### src/sv/lsfd_pkg.sv
// Shared types, constants and the salt table for the salted feedback stream decryptor.
// No dependencies; imported by every module of the block.
package lsfd_pkg;

	// Register indexes of the configuration port.
	localparam int unsigned CFG_INDEX_W = 2;
	localparam logic [CFG_INDEX_W-1:0] REG_INIT_LCG   = 2'd0;
	localparam logic [CFG_INDEX_W-1:0] REG_INIT_KEY   = 2'd1;
	localparam logic [CFG_INDEX_W-1:0] REG_INIT_PHASE = 2'd2;
	localparam logic [CFG_INDEX_W-1:0] REG_INIT_PREV  = 2'd3;

	localparam int unsigned CFG_DATA_W = 32;
	localparam int unsigned WORD_W     = 32;
	localparam int unsigned BYTE_W     = 8;
	localparam int unsigned PHASE_W    = 3;

	// Reset values of the configuration registers.
	localparam logic [WORD_W-1:0]  RST_INIT_LCG   = 32'h0000_4816;
	localparam logic [WORD_W-1:0]  RST_INIT_KEY   = 32'h0000_0000;
	localparam logic [PHASE_W-1:0] RST_INIT_PHASE = 3'd1;
	localparam logic [BYTE_W-1:0]  RST_INIT_PREV  = 8'hE9;

	// Generator constants.
	localparam logic [WORD_W-1:0]  LCG_MUL      = 32'h41C6_4E6D;
	localparam logic [WORD_W-1:0]  LCG_ADD      = 32'h0000_3039;
	localparam logic [PHASE_W-1:0] PHASE_RELOAD = 3'd4;

	// Stream payload widths.
	localparam int unsigned S_TDATA_W = 8;
	localparam int unsigned M_TDATA_W = 16;

	// Values loaded into the running state on restart.
	typedef struct packed {
		logic [WORD_W-1:0]  init_lcg;
		logic [WORD_W-1:0]  init_key;
		logic [PHASE_W-1:0] init_phase;
		logic [BYTE_W-1:0]  init_prev;
	} cfg_t;

	// One request held in the input register.
	typedef struct packed {
		logic [BYTE_W-1:0] cipher_byte;
		logic              restart;
		logic              last;
	} in_req_t;

	// One result held in the output register.
	typedef struct packed {
		logic [BYTE_W-1:0]  plain_byte;
		logic [PHASE_W-1:0] phase_count;
		logic               last;
	} out_req_t;

	// Salt table: 64 words read as little-endian bytes.
	localparam logic [WORD_W-1:0] SALT_WORDS [64] = '{
		32'h7638D244, 32'h8DDFDA30, 32'hA6954CAC, 32'hC1E302AF, 32'h1D2968DD,
		32'h8807F899, 32'h569A6F63, 32'h7103C6EE, 32'hE1DC78CA, 32'h64B4BE83,
		32'h2B690A0E, 32'hC9DB4FFC, 32'hA734F4EA, 32'h87C59EBF, 32'hB10B2CD4,
		32'h31554041, 32'hF9D8A473, 32'h96E211A8, 32'h664D1AD3, 32'h89E0C2A5,
		32'h2DA1BD4A, 32'hEFFB79EC, 32'hDEC35CAD, 32'hE60CB660, 32'h7CCBCEBB,
		32'hF54E1400, 32'h6A51D18B, 32'hFED7FA74, 32'h82265AF7, 32'h7E46359C,
		32'h59AE5325, 32'h9FB93C21, 32'h9B7B6201, 32'h5E8E4B10, 32'h5FC87D94,
		32'hA997CFD0, 32'h671B392F, 32'h19F25B2A, 32'hB32E3308, 32'h619DF348,
		32'h5847A36C, 32'hBA9128EB, 32'h15CD801E, 32'h8F320F17, 32'h425D7ACC,
		32'h50433EE9, 32'hABE4E892, 32'h36ED6B45, 32'h1C7237B7, 32'h8C84F6C7,
		32'h65FF816D, 32'h0D13F0D9, 32'hC4FD5722, 32'hC03D52B5, 32'h3A7785D6,
		32'h75232093, 32'h160449A2, 32'h987FB286, 32'h1854E5BC, 32'h06E7D527,
		32'hAA70B03F, 32'h1F056E8A, 32'hF190B824, 32'h093BA012
	};

	// Byte lookup: the upper six index bits pick the word, the lower two the byte lane.
	function automatic logic [BYTE_W-1:0] salt_byte(input logic [BYTE_W-1:0] idx);
		logic [WORD_W-1:0] w;
		w = SALT_WORDS[idx[7:2]];
		case (idx[1:0])
			2'd0: salt_byte = w[7:0];
			2'd1: salt_byte = w[15:8];
			2'd2: salt_byte = w[23:16];
			default: salt_byte = w[31:24];
		endcase
	endfunction

endpackage

### src/sv/lsfd_cfg_regs.sv
// Configuration register file: the four restart values of the decryptor.
// Depends on lsfd_pkg for the register indexes, widths and reset values.
module lsfd_cfg_regs (
	input  logic                               clk,
	input  logic                               arst_n,
	input  logic                               cfg_we,
	input  logic [lsfd_pkg::CFG_INDEX_W-1:0]   cfg_index,
	input  logic [lsfd_pkg::CFG_DATA_W-1:0]    cfg_data,
	output lsfd_pkg::cfg_t                     cfg
);
	import lsfd_pkg::*;

	cfg_t cfg_q;

	// Each register takes the low bits of the write data, as many as it is wide.
	always_ff @(posedge clk or negedge arst_n) begin
		if (!arst_n) begin
			cfg_q.init_lcg   <= RST_INIT_LCG;
			cfg_q.init_key   <= RST_INIT_KEY;
			cfg_q.init_phase <= RST_INIT_PHASE;
			cfg_q.init_prev  <= RST_INIT_PREV;
		end else if (cfg_we) begin
			case (cfg_index)
				REG_INIT_LCG:   cfg_q.init_lcg   <= cfg_data[WORD_W-1:0];
				REG_INIT_KEY:   cfg_q.init_key   <= cfg_data[WORD_W-1:0];
				REG_INIT_PHASE: cfg_q.init_phase <= cfg_data[PHASE_W-1:0];
				REG_INIT_PREV:  cfg_q.init_prev  <= cfg_data[BYTE_W-1:0];
				default: ;
			endcase
		end
	end

	assign cfg = cfg_q;

endmodule

### src/sv/lsfd_core.sv
// Keystream state and per-byte decryption: phase counter, generator, key word, chaining byte.
// Depends on lsfd_pkg for the types, generator constants and the salt table.
module lsfd_core (
	input  logic                 clk,
	input  logic                 arst_n,
	input  lsfd_pkg::cfg_t       cfg,
	input  logic                 step,
	input  lsfd_pkg::in_req_t    req,
	output lsfd_pkg::out_req_t   res
);
	import lsfd_pkg::*;

	logic [WORD_W-1:0]  lcg_q, key_q;
	logic [PHASE_W-1:0] phase_q;
	logic [BYTE_W-1:0]  prev_q;

	logic [WORD_W-1:0]  lcg_base, key_base, lcg_next, key_next;
	logic [PHASE_W-1:0] phase_base, phase_dec, phase_next;
	logic [BYTE_W-1:0]  prev_base;

	// A restart request starts from the configured values instead of the running state.
	always_comb begin
		lcg_base   = req.restart ? cfg.init_lcg   : lcg_q;
		key_base   = req.restart ? cfg.init_key   : key_q;
		phase_base = req.restart ? cfg.init_phase : phase_q;
		prev_base  = req.restart ? cfg.init_prev  : prev_q;
	end

	// Count down; at zero reload and step the generator, otherwise use the next key byte.
	always_comb begin
		phase_dec = phase_base - PHASE_W'(1);
		if (phase_dec == '0) begin
			phase_next = PHASE_RELOAD;
			lcg_next   = WORD_W'(lcg_base * LCG_MUL) + LCG_ADD;
			key_next   = lcg_next;
		end else begin
			phase_next = phase_dec;
			lcg_next   = lcg_base;
			key_next   = key_base >> BYTE_W;
		end
	end

	// Result of the current request.
	always_comb begin
		res.plain_byte  = salt_byte(req.cipher_byte ^ prev_base) ^ key_next[BYTE_W-1:0];
		res.phase_count = phase_next;
		res.last        = req.last;
	end

	// State advances once for each request that moves on to the output register.
	always_ff @(posedge clk or negedge arst_n) begin
		if (!arst_n) begin
			lcg_q   <= RST_INIT_LCG;
			key_q   <= RST_INIT_KEY;
			phase_q <= RST_INIT_PHASE;
			prev_q  <= RST_INIT_PREV;
		end else if (step) begin
			lcg_q   <= lcg_next;
			key_q   <= key_next;
			phase_q <= phase_next;
			prev_q  <= req.cipher_byte;
		end
	end

endmodule

### src/sv/lcg_salted_feedback_stream_decrypt.sv
// Salted feedback stream decryptor, top level: input register, decrypt core, output register.
// Depends on lsfd_pkg, lsfd_cfg_regs and lsfd_core.
//
// Usage:
//   The slave stream carries one encrypted byte per request in s_tdata; s_tuser is the
//   restart flag, which reloads all keystream state from the configuration registers
//   before the byte is processed; s_tlast marks the end of a buffer and is copied to m_tlast.
//   The master stream returns the plain byte and the phase counter after that byte.
//   Configuration registers are written through cfg_we/cfg_index/cfg_data while the
//   stream is idle; they act on the state only at reset or on a restart request.
// Pipeline and throughput:
//   A request is captured in the input register, passes the combinational core and is
//   captured in the output register, which drives the master side. One request is taken
//   every cycle while m_tready keeps the output register draining; the limiting path is
//   the generator step (one 32-bit constant multiply and add) feeding the state registers.
// Reset and stalls:
//   arst_n clears the valid flags of both stream registers and loads the reset values
//   into the configuration registers and the running state. When m_tready is low, the
//   output register holds its result and the input register still takes one more request;
//   s_tready falls only when both are full.
module lcg_salted_feedback_stream_decrypt (
	input  logic                               clk,
	input  logic                               arst_n,
	// Slave stream
	input  logic                               s_tvalid,
	output logic                               s_tready,
	input  logic [lsfd_pkg::S_TDATA_W-1:0]     s_tdata,  // [7:0] cipher_byte
	input  logic [0:0]                         s_tuser,  // [0] restart
	input  logic                               s_tlast,
	// Master stream
	output logic                               m_tvalid,
	input  logic                               m_tready,
	output logic [lsfd_pkg::M_TDATA_W-1:0]     m_tdata,  // [7:0] plain_byte, [10:8] phase_count
	output logic                               m_tlast,
	// Configuration write port
	input  logic                               cfg_we,
	input  logic [lsfd_pkg::CFG_INDEX_W-1:0]   cfg_index,
	input  logic [lsfd_pkg::CFG_DATA_W-1:0]    cfg_data
);
	import lsfd_pkg::*;

	cfg_t     cfg;
	in_req_t  req_s1;
	logic     valid_s1;
	out_req_t res_comb;
	out_req_t res_s2;
	logic     valid_s2;
	logic     advance;

	lsfd_cfg_regs u_cfg_regs (
		.clk       (clk),
		.arst_n    (arst_n),
		.cfg_we    (cfg_we),
		.cfg_index (cfg_index),
		.cfg_data  (cfg_data),
		.cfg       (cfg)
	);

	// Stage one moves on when the output register is empty or being drained.
	assign advance  = valid_s1 && (!valid_s2 || m_tready);
	assign s_tready = !valid_s1 || advance;

	// Input register.
	always_ff @(posedge clk or negedge arst_n) begin
		if (!arst_n) begin
			valid_s1 <= 1'b0;
		end else if (s_tready) begin
			valid_s1 <= s_tvalid;
		end
	end

	always_ff @(posedge clk) begin
		if (s_tready && s_tvalid) begin
			req_s1.cipher_byte <= s_tdata[BYTE_W-1:0];
			req_s1.restart     <= s_tuser[0];
			req_s1.last        <= s_tlast;
		end
	end

	lsfd_core u_core (
		.clk    (clk),
		.arst_n (arst_n),
		.cfg    (cfg),
		.step   (advance),
		.req    (req_s1),
		.res    (res_comb)
	);

	// Output register.
	always_ff @(posedge clk or negedge arst_n) begin
		if (!arst_n) begin
			valid_s2 <= 1'b0;
		end else if (advance) begin
			valid_s2 <= 1'b1;
		end else if (m_tready) begin
			valid_s2 <= 1'b0;
		end
	end

	always_ff @(posedge clk) begin
		if (advance) begin
			res_s2 <= res_comb;
		end
	end

	assign m_tvalid = valid_s2;
	assign m_tdata  = {{(M_TDATA_W - BYTE_W - PHASE_W){1'b0}}, res_s2.phase_count,
		res_s2.plain_byte};
	assign m_tlast  = res_s2.last;

endmodule

### config.mk
export PLATFORM = sky130hd
export DESIGN_NAME = lcg_salted_feedback_stream_decrypt
export DESIGN_NICKNAME = d
export VERILOG_FILES = /design/src/sv/lsfd_pkg.sv /design/src/sv/lsfd_cfg_regs.sv /design/src/sv/lsfd_core.sv /design/src/sv/lcg_salted_feedback_stream_decrypt.sv
export SDC_FILE = /design/constraint.sdc
export NUM_CORES = 1
export LEC_CHECK = 0
export BUFFER_PORTS_ARGS = -buffer_cell sky130_fd_sc_hd__buf_2
export CAP_MARGIN = 25
export CORE_AREA = 5 5 191 193
export DETAILED_ROUTE_END_ITERATION = 10
export DIE_AREA = 0 0 196 198
export GPL_ROUTABILITY_DRIVEN = 1
export PLACE_DENSITY = 0.76
export SETUP_SLACK_MARGIN = 0.05
export SLEW_MARGIN = 20
export SYNTH_ARGS = -nofsm -noshare
export SYNTH_HDL_FRONTEND = slang
export SYNTH_HIERARCHICAL = 1
export SYNTH_SLANG_ARGS = --single-unit
### constraint.sdc
create_clock -name clk -period 15.7 [get_ports clk]
set_input_delay 1.57 -clock clk [delete_from_list [all_inputs] [get_ports clk]]
set_output_delay 1.57 -clock clk [all_outputs]
set_load 0.02 [all_outputs]
==> results.toml <==
[status]
outcome = "finished clean"

[global_route]
grt_use_met3_pct = 6.86
grt_start_max_net_pins = 87
global_route.usage.total_pct = 32.1
grt_pass1_vias = 16400
groute.layer.met1.usage_pct = 42.3
grt_overflow = 0
grt_pass1_wl_mm = 96.3
grt.busiest_layer = "met2"
met2_usage_pct = 51.3
grt_antenna_before_repair = 2

[yosys]
ys_warn_count = 6
syn_area_sq_um = 19800
post_synth_inst_count = 2102
avgSynthCellArea_sq_um = 9.43

[placement]
post_dp_cell_area_sq_um = 20400
port_buffers = 62
place_congestion = 1.02
hpwlAfterDp_mm = 48.7

[critical_path]
cpMaxStageDelayCell = "edfxtp_1"
worst-r2r-cell-count = 26
cp_data_arrival_time_ns = 9.10
timing.critical_path.from_type = "flop"
path_max_fanout = 34
crit_type = "flop to flop"
cp-end-kind = "flop"
cp.required_ns = 15.98
max_stage_delay_ns = 0.86

[clock_tree]
htree_num_levels = 4
tritoncts_buffer_count = 17
tritoncts = "yes"
cts.root.buffer_cell = "clkbuf_16"
cts.repair_timing.setup_buffer_count = 0
cts_max_path_buffers = 2
clk_transition_reported_paths_ns = 0.07
cts_resized = 0
ctsHoldBuffers = 0
worstSkewPairLatency_ns = 0.44
clkSinkCount = 158

[sta]
final.period_utilization_pct = 56.2
worst_clock_skew_ns = 0.0143
slew-limit-headroom_pct = 28.7
total_negative_slack_ns = 0
setup_viol = 0
peak_freq_mhz = 113
worst_pin_slew_ns = 1.06
hold_viol = 0
rsz0062_at_grt = "no"
timing.final.max_slew_violations = 0
final.min_clock_period_ns = 8.82
whs_ns = 0.429

[detailed_routing]
remaining_drc_errors = 0
detailedRoute.firstPassIterationCount = 6
postRouteAntennaNets = 0
routed_wl_mm = 62.2
detail_route.vias_per_cell = 6.24
post_drt_wl_per_cell_um = 24.1
vias = 16100
drt_iter0_drc = 1524

[floorplan]
top_level_pins = 68
fp.coreArea_sq_um = 34400
effective_utilization_at_floorplan_pct = 57.6
dieHeight_um = 198
floorplan.rows = 68
die_area_sq_um = 38800
die_w_um = 196

[hold_path]
timing.hold.worst.class = "flop to flop"
timing.hold.worst_path_depth = 0

[cells_and_area]
antenna_cells = 0
post-route-cell-area_sq_um = 21100
drive_gt1_share_pct = 13.3
layout.nets = 2571
final_core_utilization_pct = 61.3
layout-area-overhead-vs-synth_pct = 6.27

[flow_run]
drv.max_cap_violation_count = 0
critical path, delay by kind of cell, from the launching register on:
| kind | cells | cell delay, ns |
|---|---|---|
| simple gates | 3 | 0.62 |
| mux | 1 | 0.50 |
| fa+ha+maj | 9 | 3.97 |
| xor+xnor | 1 | 0.20 |
| flops | 1 | 0.86 |
| buf+inv | 8 | 1.35 |
| compound gates | 4 | 1.14 |
metal layers:
metal  vias up  routed length (um)
met5         -                  32
met4         4                3320
met3       195                5460
met2       858               28500
met1      7944               24900
li1       7088                   -
worst paths after layout:
path / startpoint / end / slack (ns)
setup reg to reg: req_s1[1]$_DFFE_PP_ / u_core/lcg_q[25]$_DFFE_PN0P_ / 6.88
hold reg to reg: req_s1[0]$_DFFE_PP_ / m_tlast$_DFFE_PP_ / 0.43
setup / recovery: req_s1[1]$_DFFE_PP_ / u_core/lcg_q[25]$_DFFE_PN0P_ / 6.88
min in group asynchronous: arst_n / u_cfg_regs/cfg[68]$_DFFE_PN0P_ / 1.13
hold / removal: req_s1[0]$_DFFE_PP_ / m_tlast$_DFFE_PP_ / 0.43
max in group asynchronous: arst_n / u_core/lcg_q[12]$_DFFE_PN0P_ / 13.28
cell type report:
type	instances	area (sq um)
Sequential cell	158	4090
Tap cell	455	569
Inverter	410	1540
Clock inverter	13	168
Fill cell	2904	13300
Multi-Input combinational cell	1430	13700
Clock buffer	19	464
Timing Repair Buffer	92	542
through the flow:
step | worst slack [ns] | instances
3_3_place_gp | 7.12 | 2545
6_report | 6.88 | 2577
3_5_place_dp | 6.94 | 2545
5_1_grt | 6.53 | 2577
4_1_cts | 6.94 | 2577
2_1_floorplan | 7.65 | 2106
placed cells by master, fill, tap and decap left out, types with 62 or more instances in the layout:
master   count
ha_1       228
o21ai_0    101
nor2_1      93
inv_1      406
nand2_1    119
dfrtp_1    114
mux2i_1     62
a21oi_1     82
mux2_2     102
fa_1       185
flip-flops by register name, summed over array words and instances, names as in the netlist:
register	flops
u_core/phase_q	3
u_core/lcg_q	32
m_tvalid	1
u_core/key_q	24
m_tlast	1
valid_s1	1
u_cfg_regs/cfg	67
u_core/prev_q	8
req_s1	10
m_tdata	11
Power is left out: the tool's default activity adds up to more than one toggle a clock period on the data nets, which glitch-free logic cannot reach.
